File: src/hdl/isml_pkg.sv
// Shared types, sizes and codes for the interval set merge and lookup block.
// No dependencies; every other file of the block imports this package.
`timescale 1ns / 1ps

package isml_pkg;

    localparam int MAX_RANGES    = 16;
    localparam int POS_W         = 32;
    localparam int OP_W          = 2;
    localparam int RANGE_COUNT_W = 5;
    localparam int IDX_W         = (MAX_RANGES > 1) ? $clog2(MAX_RANGES) : 1;
    localparam int CNT_W         = $clog2(MAX_RANGES + 1);

    localparam logic [CNT_W-1:0] MAX_CNT = CNT_W'(MAX_RANGES);
    localparam logic [POS_W-1:0] POS_MAX = {POS_W{1'b1}};

    localparam logic [OP_W-1:0] OP_ADD     = 2'd0;
    localparam logic [OP_W-1:0] OP_SHORTEN = 2'd1;
    localparam logic [OP_W-1:0] OP_QUERY   = 2'd2;

    // Verdicts of the shared compare unit for one stored entry.
    typedef struct packed {
        logic             ends_below; // entry ends more than one below the new start
        logic             after;      // entry starts more than one above the new end
        logic             holds;      // start < key <= end
        logic             covers;     // start <= key <= end
        logic [POS_W-1:0] min_start;
        logic [POS_W-1:0] max_end;
    } isml_cmp_t;

    // One read and one write port of the range store.
    typedef struct packed {
        logic [IDX_W-1:0] rd_addr;
        logic             we_start;
        logic             we_end;
        logic [IDX_W-1:0] wr_addr;
        logic [POS_W-1:0] wr_start;
        logic [POS_W-1:0] wr_end;
    } isml_mem_req_t;

endpackage

File: src/hdl/isml_cmd_if.sv
// Command channel: operation code and two positions, valid/ready handshake.
// Depends on isml_pkg for field widths.
`timescale 1ns / 1ps

interface isml_cmd_if;
    import isml_pkg::*;

    logic             valid;
    logic             ready;
    logic [OP_W-1:0]  op;
    logic [POS_W-1:0] first_pos;
    logic [POS_W-1:0] last_pos;

    modport source (output valid, output op, output first_pos, output last_pos, input ready);
    modport sink   (input valid, input op, input first_pos, input last_pos, output ready);
endinterface

File: src/hdl/isml_rsp_if.sv
// Response channel: coverage answer, set bounds, count and overflow flag.
// Depends on isml_pkg for field widths.
`timescale 1ns / 1ps

interface isml_rsp_if;
    import isml_pkg::*;

    logic                     valid;
    logic                     ready;
    logic                     covered;
    logic [POS_W-1:0]         lowest_bound;
    logic [POS_W-1:0]         highest_bound;
    logic [RANGE_COUNT_W-1:0] range_count;
    logic                     overflowed;

    modport source (output valid, output covered, output lowest_bound, output highest_bound,
                    output range_count, output overflowed, input ready);
    modport sink   (input valid, input covered, input lowest_bound, input highest_bound,
                    input range_count, input overflowed, output ready);
endinterface

File: src/hdl/isml_store.sv
// Range store: start and end arrays, one write port and one registered read port.
// Depends on isml_pkg for the request struct and sizes.
`timescale 1ns / 1ps

module isml_store (
    input  logic                   clk,
    input  isml_pkg::isml_mem_req_t req,
    output logic [isml_pkg::POS_W-1:0] rd_start,
    output logic [isml_pkg::POS_W-1:0] rd_end
);
    import isml_pkg::*;

    logic [POS_W-1:0] start_mem [MAX_RANGES];
    logic [POS_W-1:0] end_mem   [MAX_RANGES];

    always_ff @(posedge clk)
    begin
        if (req.we_start)
        begin
            start_mem[req.wr_addr] <= req.wr_start;
        end
        if (req.we_end)
        begin
            end_mem[req.wr_addr] <= req.wr_end;
        end
        rd_start <= start_mem[req.rd_addr];
        rd_end   <= end_mem[req.rd_addr];
    end

endmodule

File: src/hdl/isml_cmp.sv
// Shared compare unit: classifies one stored entry against the item's positions.
// Depends on isml_pkg for the verdict struct.
`timescale 1ns / 1ps

module isml_cmp (
    input  logic [isml_pkg::POS_W-1:0] ent_start,
    input  logic [isml_pkg::POS_W-1:0] ent_end,
    input  logic [isml_pkg::POS_W-1:0] key_a,
    input  logic [isml_pkg::POS_W-1:0] key_b,
    output isml_pkg::isml_cmp_t        res
);
    import isml_pkg::*;

    logic [POS_W:0] end_inc;
    logic [POS_W:0] key_b_inc;

    // Touch tests run one bit wider so that an end of all ones does not wrap.
    assign end_inc   = {1'b0, ent_end} + {{POS_W{1'b0}}, 1'b1};
    assign key_b_inc = {1'b0, key_b} + {{POS_W{1'b0}}, 1'b1};

    always_comb
    begin
        res.ends_below = end_inc < {1'b0, key_a};
        res.after      = key_b_inc < {1'b0, ent_start};
        res.holds      = (ent_start < key_a) && (ent_end >= key_a);
        res.covers     = (ent_start <= key_a) && (key_a <= ent_end);
        res.min_start  = (ent_start < key_a) ? ent_start : key_a;
        res.max_end    = (ent_end > key_b) ? ent_end : key_b;
    end

endmodule

File: src/hdl/interval_set_merge_lookup_unit.sv
// Top level of the interval set merge and lookup block: sequencer, bounds and result register.
// Depends on isml_pkg, isml_cmd_if, isml_rsp_if, isml_store and isml_cmp.
`timescale 1ns / 1ps

//  channel | role  | word carries
//  --------+-------+---------------------------------------------------------
//  cmd     | sink  | op, first_pos, last_pos
//  rsp     | source| covered, lowest_bound, highest_bound, range_count, overflowed
//
// One word is in flight at a time; cmd.ready is high only while the sequencer is idle.
// Query and shorten walk the stored entries once; add walks them and may then move
// entries up or down, as each entry visit goes through the one read port and the one
// compare unit. A reversed add or an unused op goes straight to the final state.
// Reset clears count, bounds, overflow flag and handshake state; the store is not cleared.
// A finished word holds in the final state until the output register is free.

module interval_set_merge_lookup_unit (
    input  logic       clk,
    input  logic       rst_n,
    isml_cmd_if.sink   cmd,
    isml_rsp_if.source rsp
);
    import isml_pkg::*;

    localparam int ST_W = 3;
    localparam logic [ST_W-1:0] ST_IDLE = 3'd0;
    localparam logic [ST_W-1:0] ST_SCAN = 3'd1;   // walk all entries through the compare unit
    localparam logic [ST_W-1:0] ST_FIX  = 3'd2;   // apply the verdict of the walk
    localparam logic [ST_W-1:0] ST_COPY = 3'd3;   // move entries up or down
    localparam logic [ST_W-1:0] ST_PUT  = 3'd4;   // write an inserted range
    localparam logic [ST_W-1:0] ST_FIN  = 3'd5;   // hand the result to the output register

    logic [ST_W-1:0] state_reg;
    logic [ST_W-1:0] state_next;

    // Word being worked on
    logic [OP_W-1:0]  op_reg;
    logic [POS_W-1:0] a_reg;
    logic [POS_W-1:0] b_reg;

    // Architectural state
    logic [CNT_W-1:0] count_reg;
    logic [POS_W-1:0] low_reg;
    logic [POS_W-1:0] high_reg;
    logic             ovf_reg;

    // Walk and copy control
    logic [CNT_W-1:0] idx_reg;
    logic [CNT_W-1:0] left_reg;
    logic             pend_reg;
    logic [IDX_W-1:0] pidx_reg;
    logic             up_reg;
    logic             ins_reg;
    logic [CNT_W-1:0] shift_reg;

    // Scan results
    logic [CNT_W-1:0] lo_reg;
    logic [CNT_W-1:0] ov_reg;
    logic [POS_W-1:0] ms_reg;
    logic [POS_W-1:0] me_reg;
    logic             hold_reg;
    logic [IDX_W-1:0] hold_idx_reg;
    logic [POS_W-1:0] first_start_reg;
    logic             cov_reg;

    // Output register
    logic                     out_valid_reg;
    logic                     out_cov_reg;
    logic [POS_W-1:0]         out_low_reg;
    logic [POS_W-1:0]         out_high_reg;
    logic [RANGE_COUNT_W-1:0] out_cnt_reg;
    logic                     out_ovf_reg;

    logic             cmd_fire;
    logic             skip_walk;
    logic             load_out;
    logic             walk_done;
    logic             copy_done;
    logic [CNT_W-1:0] hi_idx;
    logic [POS_W-1:0] p_end;
    logic [POS_W-1:0] rd_start;
    logic [POS_W-1:0] rd_end;
    isml_cmp_t        cmp;
    isml_mem_req_t    mem_req;

    isml_store u_store (
        .clk      (clk),
        .req      (mem_req),
        .rd_start (rd_start),
        .rd_end   (rd_end)
    );

    isml_cmp u_cmp (
        .ent_start (rd_start),
        .ent_end   (rd_end),
        .key_a     (a_reg),
        .key_b     (b_reg),
        .res       (cmp)
    );

    assign cmd.ready = (state_reg == ST_IDLE);
    assign cmd_fire  = cmd.valid && cmd.ready;

    // Drop a reversed add or an unused op without walking the store.
    assign skip_walk = ((cmd.op == OP_ADD) && (cmd.first_pos > cmd.last_pos))
                       || !(cmd.op inside {OP_ADD, OP_SHORTEN, OP_QUERY});

    assign load_out  = (state_reg == ST_FIN) && (!out_valid_reg || rsp.ready);
    assign walk_done = (idx_reg >= count_reg) && !pend_reg;
    assign copy_done = (left_reg == '0) && !pend_reg;
    assign hi_idx    = lo_reg + ov_reg;
    assign p_end     = (a_reg == POS_MAX) ? POS_MAX : a_reg + {{(POS_W-1){1'b0}}, 1'b1};

    always_comb
    begin
        state_next = state_reg;
        case (state_reg)
            ST_IDLE:
            begin
                if (cmd_fire)
                begin
                    state_next = skip_walk ? ST_FIN : ST_SCAN;
                end
            end
            ST_SCAN:
            begin
                if (walk_done)
                begin
                    state_next = ST_FIX;
                end
            end
            ST_FIX:
            begin
                state_next = ST_FIN;
                if ((op_reg == OP_ADD) && ((ov_reg != '0) || (count_reg < MAX_CNT)))
                begin
                    state_next = ST_COPY;
                end
            end
            ST_COPY:
            begin
                if (copy_done)
                begin
                    state_next = ins_reg ? ST_PUT : ST_FIN;
                end
            end
            ST_PUT:
            begin
                state_next = ST_FIN;
            end
            ST_FIN:
            begin
                if (load_out)
                begin
                    state_next = ST_IDLE;
                end
            end
            default:
            begin
                state_next = ST_IDLE;
            end
        endcase
    end

    // Store port control
    always_comb
    begin
        mem_req          = '0;
        mem_req.rd_addr  = idx_reg[IDX_W-1:0];
        case (state_reg)
            ST_COPY:
            begin
                if (pend_reg)
                begin
                    mem_req.we_start = 1'b1;
                    mem_req.we_end   = 1'b1;
                    mem_req.wr_addr  = up_reg ? pidx_reg + {{(IDX_W-1){1'b0}}, 1'b1}
                                              : pidx_reg - shift_reg[IDX_W-1:0];
                    mem_req.wr_start = rd_start;
                    mem_req.wr_end   = rd_end;
                end
            end
            ST_FIX:
            begin
                if ((op_reg == OP_ADD) && (ov_reg != '0))
                begin
                    mem_req.we_start = 1'b1;
                    mem_req.we_end   = 1'b1;
                    mem_req.wr_addr  = lo_reg[IDX_W-1:0];
                    mem_req.wr_start = ms_reg;
                    mem_req.wr_end   = me_reg;
                end
                else if ((op_reg == OP_SHORTEN) && (count_reg == '0))
                begin
                    mem_req.we_start = 1'b1;
                    mem_req.we_end   = 1'b1;
                    mem_req.wr_addr  = '0;
                    mem_req.wr_start = a_reg;
                    mem_req.wr_end   = p_end;
                end
                else if ((op_reg == OP_SHORTEN) && hold_reg)
                begin
                    mem_req.we_start = 1'b1;
                    mem_req.wr_addr  = hold_idx_reg;
                    mem_req.wr_start = a_reg;
                end
            end
            ST_PUT:
            begin
                mem_req.we_start = 1'b1;
                mem_req.we_end   = 1'b1;
                mem_req.wr_addr  = lo_reg[IDX_W-1:0];
                mem_req.wr_start = a_reg;
                mem_req.wr_end   = b_reg;
            end
            default:
            begin
                mem_req.we_start = 1'b0;
            end
        endcase
    end

    always_ff @(posedge clk or negedge rst_n)
    begin
        if (!rst_n)
        begin
            state_reg     <= ST_IDLE;
            count_reg     <= '0;
            low_reg       <= POS_MAX;
            high_reg      <= '0;
            ovf_reg       <= 1'b0;
            pend_reg      <= 1'b0;
            out_valid_reg <= 1'b0;
        end
        else
        begin
            state_reg <= state_next;

            if (load_out)
            begin
                out_valid_reg <= 1'b1;
            end
            else if (rsp.ready)
            begin
                out_valid_reg <= 1'b0;
            end

            case (state_reg)
                ST_SCAN, ST_COPY:
                begin
                    // Issue one read a cycle; the compare unit sees it the cycle after.
                    if ((state_reg == ST_SCAN) ? (idx_reg < count_reg) : (left_reg != '0))
                    begin
                        pend_reg <= 1'b1;
                    end
                    else
                    begin
                        pend_reg <= 1'b0;
                    end
                end
                ST_FIX:
                begin
                    case (op_reg)
                        OP_ADD:
                        begin
                            if (ov_reg != '0)
                            begin
                                count_reg <= count_reg - (ov_reg - {{(CNT_W-1){1'b0}}, 1'b1});
                            end
                            else if (count_reg >= MAX_CNT)
                            begin
                                ovf_reg <= 1'b1;
                            end
                            else
                            begin
                                count_reg <= count_reg + {{(CNT_W-1){1'b0}}, 1'b1};
                            end
                            if ((ov_reg != '0) || (count_reg < MAX_CNT))
                            begin
                                if (a_reg < low_reg)
                                begin
                                    low_reg <= a_reg;
                                end
                                if (b_reg > high_reg)
                                begin
                                    high_reg <= b_reg;
                                end
                            end
                        end
                        OP_SHORTEN:
                        begin
                            if (count_reg == '0)
                            begin
                                count_reg <= {{(CNT_W-1){1'b0}}, 1'b1};
                                low_reg   <= a_reg;
                                if (p_end > high_reg)
                                begin
                                    high_reg <= p_end;
                                end
                            end
                            else
                            begin
                                low_reg <= (hold_reg && (hold_idx_reg == '0)) ? a_reg
                                                                              : first_start_reg;
                            end
                        end
                        default:
                        begin
                            pend_reg <= 1'b0;
                        end
                    endcase
                end
                default:
                begin
                    pend_reg <= 1'b0;
                end
            endcase
        end
    end

    // Payload and walk bookkeeping, no reset needed
    always_ff @(posedge clk)
    begin
        case (state_reg)
            ST_IDLE:
            begin
                op_reg   <= cmd.op;
                a_reg    <= cmd.first_pos;
                b_reg    <= cmd.last_pos;
                idx_reg  <= '0;
                lo_reg   <= '0;
                ov_reg   <= '0;
                hold_reg <= 1'b0;
                cov_reg  <= 1'b0;
                ins_reg  <= 1'b0;
            end
            ST_SCAN:
            begin
                if (idx_reg < count_reg)
                begin
                    pidx_reg <= idx_reg[IDX_W-1:0];
                    idx_reg  <= idx_reg + {{(CNT_W-1){1'b0}}, 1'b1};
                end
                if (pend_reg)
                begin
                    case (op_reg)
                        OP_ADD:
                        begin
                            if (cmp.ends_below)
                            begin
                                lo_reg <= lo_reg + {{(CNT_W-1){1'b0}}, 1'b1};
                            end
                            else if (!cmp.after)
                            begin
                                if (ov_reg == '0)
                                begin
                                    ms_reg <= cmp.min_start;
                                end
                                me_reg <= cmp.max_end;
                                ov_reg <= ov_reg + {{(CNT_W-1){1'b0}}, 1'b1};
                            end
                        end
                        OP_SHORTEN:
                        begin
                            if (cmp.holds && !hold_reg)
                            begin
                                hold_reg     <= 1'b1;
                                hold_idx_reg <= pidx_reg;
                            end
                            if (pidx_reg == '0)
                            begin
                                first_start_reg <= rd_start;
                            end
                        end
                        OP_QUERY:
                        begin
                            if (cmp.covers)
                            begin
                                cov_reg <= 1'b1;
                            end
                        end
                        default:
                        begin
                            cov_reg <= 1'b0;
                        end
                    endcase
                end
            end
            ST_FIX:
            begin
                // Merge: close the gap left by the absorbed entries, from hi upward.
                // Insert: open a slot at lo, from the top entry downward.
                if (ov_reg != '0)
                begin
                    shift_reg <= ov_reg - {{(CNT_W-1){1'b0}}, 1'b1};
                    idx_reg   <= hi_idx;
                    left_reg  <= count_reg - hi_idx;
                    up_reg    <= 1'b0;
                end
                else
                begin
                    shift_reg <= '0;
                    idx_reg   <= count_reg - {{(CNT_W-1){1'b0}}, 1'b1};
                    left_reg  <= count_reg - lo_reg;
                    up_reg    <= 1'b1;
                    ins_reg   <= 1'b1;
                end
            end
            ST_COPY:
            begin
                if (left_reg != '0)
                begin
                    pidx_reg <= idx_reg[IDX_W-1:0];
                    idx_reg  <= up_reg ? idx_reg - {{(CNT_W-1){1'b0}}, 1'b1}
                                       : idx_reg + {{(CNT_W-1){1'b0}}, 1'b1};
                    left_reg <= left_reg - {{(CNT_W-1){1'b0}}, 1'b1};
                end
            end
            default:
            begin
                if (load_out)
                begin
                    out_cov_reg  <= cov_reg;
                    out_low_reg  <= low_reg;
                    out_high_reg <= high_reg;
                    out_cnt_reg  <= RANGE_COUNT_W'(count_reg);
                    out_ovf_reg  <= ovf_reg;
                end
            end
        endcase
    end

    assign rsp.valid         = out_valid_reg;
    assign rsp.covered       = out_cov_reg;
    assign rsp.lowest_bound  = out_low_reg;
    assign rsp.highest_bound = out_high_reg;
    assign rsp.range_count   = out_cnt_reg;
    assign rsp.overflowed    = out_ovf_reg;

`ifndef SYNTHESIS
    a_count_in_range: assert property (@(posedge clk) disable iff (!rst_n)
        count_reg <= MAX_CNT)
        else $error("range count above store depth");

    a_ovf_sticky: assert property (@(posedge clk) disable iff (!rst_n)
        !$fell(ovf_reg))
        else $error("overflow flag cleared");

    a_no_write_idle: assert property (@(posedge clk) disable iff (!rst_n)
        (state_reg == ST_IDLE) |-> !(mem_req.we_start || mem_req.we_end))
        else $error("store written while idle");

    a_accept_leaves_idle: assert property (@(posedge clk) disable iff (!rst_n)
        cmd_fire |=> (state_reg != ST_IDLE))
        else $error("accepted word did not start work");

    a_result_loaded: assert property (@(posedge clk) disable iff (!rst_n)
        load_out |=> (out_valid_reg && (state_reg == ST_IDLE)))
        else $error("result not held after completion");
`endif

endmodule
File: src/flat_wrapper.sv
// flat-port wrapper written by rule: the top's interface ports become plain ports
module interval_set_merge_lookup_unit_flat import isml_pkg::*;
  (clk, rst_n, cmd_valid, cmd_op, cmd_first_pos, cmd_last_pos, cmd_ready, rsp_valid, rsp_covered, rsp_lowest_bound, rsp_highest_bound, rsp_range_count, rsp_overflowed, rsp_ready);
  isml_cmd_if cmd_i ();
  isml_rsp_if rsp_i ();
  input  logic clk;
  input  logic rst_n;
  input wire logic [$bits(cmd_i.valid)-1:0] cmd_valid;
  input wire logic [$bits(cmd_i.op)-1:0] cmd_op;
  input wire logic [$bits(cmd_i.first_pos)-1:0] cmd_first_pos;
  input wire logic [$bits(cmd_i.last_pos)-1:0] cmd_last_pos;
  output wire logic [$bits(cmd_i.ready)-1:0] cmd_ready;
  output wire logic [$bits(rsp_i.valid)-1:0] rsp_valid;
  output wire logic [$bits(rsp_i.covered)-1:0] rsp_covered;
  output wire logic [$bits(rsp_i.lowest_bound)-1:0] rsp_lowest_bound;
  output wire logic [$bits(rsp_i.highest_bound)-1:0] rsp_highest_bound;
  output wire logic [$bits(rsp_i.range_count)-1:0] rsp_range_count;
  output wire logic [$bits(rsp_i.overflowed)-1:0] rsp_overflowed;
  input wire logic [$bits(rsp_i.ready)-1:0] rsp_ready;
  assign cmd_i.valid = cmd_valid;
  assign cmd_i.op = cmd_op;
  assign cmd_i.first_pos = cmd_first_pos;
  assign cmd_i.last_pos = cmd_last_pos;
  assign cmd_ready = cmd_i.ready;
  assign rsp_valid = rsp_i.valid;
  assign rsp_covered = rsp_i.covered;
  assign rsp_lowest_bound = rsp_i.lowest_bound;
  assign rsp_highest_bound = rsp_i.highest_bound;
  assign rsp_range_count = rsp_i.range_count;
  assign rsp_overflowed = rsp_i.overflowed;
  assign rsp_i.ready = rsp_ready;
  interval_set_merge_lookup_unit u_core (.clk(clk), .rst_n(rst_n), .cmd(cmd_i), .rsp(rsp_i));
endmodule
File: config.mk
export PLATFORM = sky130hd
export DESIGN_NAME = interval_set_merge_lookup_unit_flat
export DESIGN_NICKNAME = d
export VERILOG_FILES = /design/src/hdl/isml_pkg.sv /design/src/hdl/isml_cmd_if.sv /design/src/hdl/isml_rsp_if.sv /design/src/hdl/isml_store.sv /design/src/hdl/isml_cmp.sv /design/src/hdl/interval_set_merge_lookup_unit.sv /design/src/flat_wrapper.sv
export SDC_FILE = /design/constraint.sdc
export NUM_CORES = 2
export LEC_CHECK = 0
export BUFFER_PORTS_ARGS = -buffer_cell sky130_fd_sc_hd__buf_2
export CAP_MARGIN = 10
export CORE_ASPECT_RATIO = 0.8
export CORE_UTILIZATION = 45
export CTS_BUF_LIST = sky130_fd_sc_hd__clkbuf_16
export CTS_CLUSTER_DIAMETER = 50
export DETAILED_ROUTE_END_ITERATION = 10
export GPL_ROUTABILITY_DRIVEN = 1
export PLACE_DENSITY = 0.64
export SLEW_MARGIN = 20
export SYNTH_ARGS = -nofsm -noshare
export SYNTH_HDL_FRONTEND = slang
export SYNTH_SLANG_ARGS = --single-unit
File: constraint.sdc
create_clock -name clk -period 9.5 [get_ports clk]
set_clock_uncertainty 0.2 [all_clocks]
set_input_delay 0.95 -clock clk [delete_from_list [all_inputs] [get_ports clk]]
set_output_delay 0.95 -clock clk [all_outputs]
set_load 0.005 [all_outputs]
Word-level counts from Yosys, hierarchy flattened
Memories as Yosys holds them, arrays and structs flattened. A register that Yosys moved wholly into a read port is not among the register bits.
Cells that the tools add are included.
{"block": "word_totals", "latch_bits": 0, "inputBits": 70, "output_inout_bits": 73, "n_memories": 2, "ram_bits": 1024, "mem_bits_ro": 0, "elab_cells": 236, "reg_bits": 344}
{"block": "op_classes", "mux": 77, "order_cmp": 15, "add_sub_neg": 17, "n_div": 0, "mul": 0, "n_bitwise": 4, "n_eq_ne": 33, "n_reduce_logical": 59, "shifts": 0}
{"memory": "u_core.u_store.end_mem", "depth": 16, "word_bits": 32, "rd": 1, "rd_clocked_by_memory_dff": 1, "write_ports": 1, "line_no": "isml_store.sv:14", "rtl": "logic [POS_W-1:0] end_mem [MAX_RANGES];"}
{"memory": "u_core.u_store.start_mem", "depth": 16, "word_bits": 32, "rd": 1, "rd_clocked_by_memory_dff": 1, "write_ports": 1, "line_no": "isml_store.sv:13", "rtl": "logic [POS_W-1:0] start_mem [MAX_RANGES];"}
{"operator": "$mux 32", "n": 12}
{"operator": "$pmux 69 s3", "n": 1}
{"operator": "$mux 70", "n": 2}
{"operator": "$gt 32x32->1", "n": 4}
{"operator": "$pmux 32 s2", "n": 2}
{"operator": "$mux 5", "n": 16}
{"operator": "$mux 36", "n": 2}
{"operator": "$add 32x1->33 const B", "n": 2}
{"operator": "$lt 33x32->1", "n": 2}
{"operator": "$le 32x32->1", "n": 2}
{"operator": "$lt 32x32->1", "n": 2}
{"operator": "$pmux 5 s2", "n": 4}
{"operator": "$reduce_and 4->1", "n": 9}
{"operator": "$add 32x1->32 const B", "n": 1}
{"operator": "$eq 32x32->1 const B", "n": 1}
{"operator": "$ge 32x32->1", "n": 1}
{"operator": "$ne 2x2->1 const B", "n": 13}
{"operator": "$add 5x1->5 const B", "n": 4}
{"operator": "$mux 1", "n": 20}
{"operator": "$pmux 5 s4", "n": 1}
{"operator": "$sub 5x1->5 const B", "n": 4}
{"operator": "$mux 3", "n": 6}
{"operator": "$pmux 3 s6", "n": 1}
{"operator": "$ne 2x1->1 const B", "n": 8}
{"operator": "other kinds (37)", "n": 85}

Logic depth before layout (Yosys ltp)
{"block": "depth", "depth_word": 8, "mapped_depth": 17, "depth_no_buf": 15}

Hierarchy
A second synthesis with hierarchy kept.
{"block": "unflattened", "cells_unflattened": 3998, "hier_area_um2": 63870.0}
{"module": "isml_store", "n_inst": 1, "area_each_um2": 39683.1, "cells_per_inst": 1671, "seq_area_each_um2": 32030.7}
{"module": "interval_set_merge_lookup_unit", "n_inst": 1, "area_each_um2": 18530.3, "cells_per_inst": 1577, "seq_area_each_um2": 9994.6}
{"module": "isml_cmp", "n_inst": 1, "area_each_um2": 5656.7, "cells_per_inst": 750, "seq_area_each_um2": 0.0}

Worst setup path after synthesis
OpenSTA, ideal clock, no wires.
{"block": "synth_path", "kind": "flip-flop to flip-flop", "startpoint": "register u_core.b_reg[2]", "endpoint": "register u_core.ms_reg[0], enable pin", "stages_incl_launch_ff": 15, "arrival_time_ns": 5.327, "setup_slack_ns": 3.512, "setup_ns": 0.461, "cell_sequence": "edfxtp_1 -> clkbuf_1 -> nand3_1 -> nor3_1 -> nand3_1 -> nor2b_1 -> or3b_2 -> xnor2_1 -> ha_1 -> nand3_1 -> o21ai_0 -> a41oi_1 -> o31a_1 -> a211o_1 -> nor3_1"}
{"block": "synth_via", "elab_chain_cells": 4}
{"item": "start: declaration", "line_no": "interval_set_merge_lookup_unit.sv:39", "rtl": "logic [POS_W-1:0] b_reg;"}
{"item": "start signal: assignment", "line_no": "interval_set_merge_lookup_unit.sv:329", "rtl": "b_reg <= cmd.last_pos;"}
{"item": "$add 32x1->33", "line_no": "isml_cmp.sv:19", "rtl": "assign key_b_inc = {1'b0, key_b} + {{POS_W{1'b0}}, 1'b1};"}
{"item": "$lt 33x32->1", "line_no": "isml_cmp.sv:24", "rtl": "res.after = key_b_inc < {1'b0, ent_start};"}
{"item": "$not 1->1 (no line)"}
{"item": "$reduce_and 6->1 (no line)"}
{"item": "end signal: assignment", "line_no": "interval_set_merge_lookup_unit.sv:357", "rtl": "ms_reg <= cmp.min_start;"}
{"item": "end: declaration", "line_no": "interval_set_merge_lookup_unit.sv:59", "rtl": "logic [POS_W-1:0] ms_reg;"}
Every way passes these cells.
A chain may end at the register's enable or synchronous reset.

Worst setup path in the final report
{"block": "layout_path", "startpoint": "register u_core.a_reg[0]", "endpoint": "register u_core.high_reg[31]"}
{"block": "layout_via", "elab_chain_cells": 5}
{"item": "start: declaration", "line_no": "interval_set_merge_lookup_unit.sv:38", "rtl": "logic [POS_W-1:0] a_reg;"}
{"item": "start signal: assignment", "line_no": "interval_set_merge_lookup_unit.sv:328", "rtl": "a_reg <= cmd.first_pos;"}
{"item": "$add 32x1->32 or $eq 32x32->1 (tied branches)", "line_no": "interval_set_merge_lookup_unit.sv:112", "rtl": "assign p_end = (a_reg == POS_MAX) ? POS_MAX : a_reg + {{(POS_W-1){1'b0}}, 1'b1};"}
{"item": "$mux 32 (*)", "line_no": "interval_set_merge_lookup_unit.sv:112"}
{"item": "$gt 32x32->1 or $mux 32 (tied branches)", "line_no": "interval_set_merge_lookup_unit.sv:296", "rtl": "if (p_end > high_reg)"}
{"item": "$ne 2x2->1 (no line) or $mux 32 (tied branches)"}
{"item": "$reduce_and 6->1 (no line) or $pmux 32 s2 (tied branches)"}
{"item": "end signal: assignment", "line_no": "interval_set_merge_lookup_unit.sv:286", "rtl": "high_reg <= b_reg;"}
{"item": "end signal: assignment", "line_no": "interval_set_merge_lookup_unit.sv:298", "rtl": "high_reg <= p_end;"}
{"item": "end: declaration", "line_no": "interval_set_merge_lookup_unit.sv:44", "rtl": "logic [POS_W-1:0] high_reg;"}
Mark *: on every way between the ends. The rest lies on a longest branch, timed or not. The select of a mux whose other input is x is not followed.

==> impl_metrics.csv <==
group,metric,value,unit
run_status,status,"finished clean",
die,die_w,423,um
global_routing,grt_pass1_wl,262000,um
power,seqPwrFrac,40.1,%
sta,setup_viol,0,
route,vias,37400,
setup_path,crit_type,"reg -> reg",
clocking,cts_resized,0,
sta,rsz0062_at_grt,"no",
clocking,clockBufferDepth,3,
power,vdd_ir_drop_max,0.235,mV
synthesis,synth-edff-count,1293,
clocking,cts.sinks,1432,
setup_path,max_stage_delay,0.76,ns
clocking,postCtsSetupBuffers,0,
flow_run,cap_violations,0,
setup_path,crit_buf_inv,2,
synthesis,synth_top_area_cell,"edfxtp_1",
synthesis,netlist_top_cells_count,"edfxtp_1 (1293), mux4_2 (320), ha_1 (318), inv_1 (318), nand2_1 (178)",
placed_design,dp_hpwl,121000,um
clocking,cts_tree,"built",
synthesis,synth_seq_cells,1432,
synthesis,synth_area_per_cell,16.4,um2
global_routing,track_usage,25.4,%
synthesis,synth.area.top_cells,"edfxtp_1 (61%), mux4_2 (11%), ha_1 (6.2%), dfxtp_1 (2.0%), inv_1 (1.9%)",
power,power.density,328,nW/um2
setup_path,r2r_slack,3.71,ns
die,rows,123,
route,drc,0,
synthesis,ys.flop_type,"edfxtp_1",
sta,finalCritPeriodShare,61.0,%
synthesis,yosysWarnings,0,
power,pwr-share-comb,35.4,%
setup_path,start_kind,"flop",
power,p_sw_share,36.4,%
placed_design,io_buffers,142,
setup_path,endpoint,"u_core.high_reg[31]",
finish,layout-drive-gt1-share,21.2,%
synthesis,synth-seq-area-share,65.9,%
route,route.antenna.remaining_nets,0,
global_routing,grt_pass1_vias,36300,
sta,slew_violations,0,
synthesis,async_reset_ff_share,5.24,%
clocking,root_buffer,"clkbuf_16",
sta,slew_headroom,22.4,%
global_routing,antenna_found_initial,17,
sta,fin_crit,5.79,ns
setup_path,endpoint_kind,"flop",
setup_path,crit_family,"simple AND/OR/NAND/NOR gates",
setup_path,crit_slowest_cell,"nor4_2",
synthesis,synth_area,63800,um2
setup_path,worst-r2r-cell-count,16,
route,wirelength,183000,um
power,power_leakage,26.2,nW
synthesis,synth_top_area_share,60.9,%
finish,fin_nets,4519,
clocking,hold_buffers,0,
power,intPower,0.0151,W
clocking,path_clk_slew,0.06,ns
synthesis,synth.most_common_cell,"edfxtp_1",
route,wl_per_cell,29.8,um
setup_path,crit_path_cell_trace,"ha_1, nand2_1, nor4_2, nand3_1, nor2_2, nor2_1, inv_1, ha_1, nand4_1, or3_1, a21oi_1, or3_1, a21oi_1, a211oi_4, buf_4, mux2_2",
clocking,cts_max_level,4,
sta,hold_violations,0,
global_routing,overflow,0,
power,power.switching,0.00861,W
die,dieArea,143000,um2
clocking,cts_made_buffers,151,
sta,setup_tns,0,ns
sta,fmax,0.173,GHz
die,initial_utilization,45.3,%
power,finalPower,0.0237,W
sta,whs,0.152,ns
setup_path,path_max_fanout,32,
setup_path,r2r_end,"u_core.high_reg[31]",
setup_path,worst-endpoint-arrival,6.25,ns
setup_path,required,9.96,ns
route,viasPerCell,6.10,
setup_path,reg2reg_from,"u_core.a_reg[0]",
synthesis,postSynthCellCount,3887,
synthesis,syn-num-nets,4279,
worst_hold_path,hp-class,"in -> async",
power,p_clk_share,24.5,%
route,firstDrtPassIters,10,
synthesis,synth_cell_types,84,
setup_path,path_depth,16,
clocking,insertion_delay,0.79,ns
placed_design,gp_congestion,1.03,
die,die_h,339,um
die,coreArea,141000,um2
global_routing,grt_max_degree,139,
setup_path,worstSetupStartpoint,"u_core.a_reg[0]",
finish,syn2layout_area_growth,13.3,%
route,drt_iter0_drc,5218,
finish,reg.largest.list,"u_core.u_store.end_mem: 512 flops, u_core.u_store.start_mem: 512 flops",
die,ios,143,
sta,worst_pin_slew,1.16,ns
-- worst register-to-register path: cells and delay by family, from the launching register on --
family | cells | cell delay, ns
AND/OR/NAND/NOR | 8 | 2.89
buffers and inverters | 2 | 0.64
flip-flops | 1 | 0.61
adder cells (fa/ha/maj) | 2 | 0.46
AO/OA/AOI/OAI | 3 | 0.44
multiplexers | 1 | 0.43
-- power groups by stage --
stage                     Combinational, W  Clock, W  Sequential [W]
after floorplan                    0.00571         0         0.00892
after global placement             0.00819         0         0.00954
after detailed placement           0.00826         0         0.00955
after CTS                          0.00830   0.00588         0.00943
after global routing               0.00907   0.00612         0.00952
final                              0.00839   0.00580         0.00949
-- worst min-delay path by stage --
stage | endpoint | slack (ns) | depth (start not counted)
detailed placement | u_core.rsp.overflowed | 0.26 | 0
CTS | u_core.low_reg[5] | 0.11 | 1
global placement | u_core.rsp.highest_bound[23] | 0.26 | 0
floorplan | u_core.rsp.covered | 0.20 | 0
global route | u_core.b_reg[18] | 0.14 | 1
finish | u_core.low_reg[5] | 0.15 | 1
-- cell families after synthesis --
group,Yosys count,synth area share (%)
AOI/OAI and AO/OA,499,5.19
and+or+nand+nor,603,4.62
adders and majority gates,322,6.37
buffers and inverters,466,2.81
muxes,451,13.5
DFF,1432,65.9
xor gates and xnor gates,114,1.57
-- cell usage in the layout, fill, tap and decap left out, types with 12 or more instances in the layout --
cell,n
a211oi_1,20
a21o_1,45
a21oi_1,110
a222oi_1,66
and3_1,12
buf_2,141
buf_4,88
clkbuf_16,156
clkinv_1,37
clkinv_2,18
dfrtp_1,43
dfstp_2,32
dfxtp_1,64
edfxtp_1,1293
ha_1,318
inv_1,349
mux2_4,20
mux2i_1,99
mux4_2,320
nand2_1,178
nand2b_1,15
nand3_1,69
nand4_1,57
nor2_1,99
nor2_4,34
nor2b_1,16
nor3_1,37
nor4_1,22
o211ai_1,14
o21ai_0,140
o21ai_1,14
xnor2_1,98
xor2_1,16
-- per-layer routing --
metal  track usage (%)  vias up  wire [um]
li1                  -    15800          -
met1              38.8    19300      80300
met2              35.8     2014      77800
met3              6.27      314      19800
met4              7.69        8       4970
met5                 0        -         62
-- metrics by stage --
stage	utilization (%)	worst slack, ns	area (um2)	std cells
finish	51.4	3.71	72300	6135
global route	51.4	3.47	72200	6130
CTS	51.4	3.81	72200	6130
detailed placement	47.9	3.82	67300	5849
global placement	47.9	3.99	67300	5849
floorplan	-	3.51	63800	3887
-- layout make-up --
cell class / count / area (um2)
diodes: 5 / 12.5
clock buffers: 156 / 3900
clock inverters: 125 / 998
fillers: 11500 / 68400
inverters: 319 / 1200
multi-input cells: 1989 / 20300
flip-flops and latches: 1432 / 42000
well taps: 1875 / 2350
repair buffers: 234 / 1470
Power figures use the tool's default switching activity.
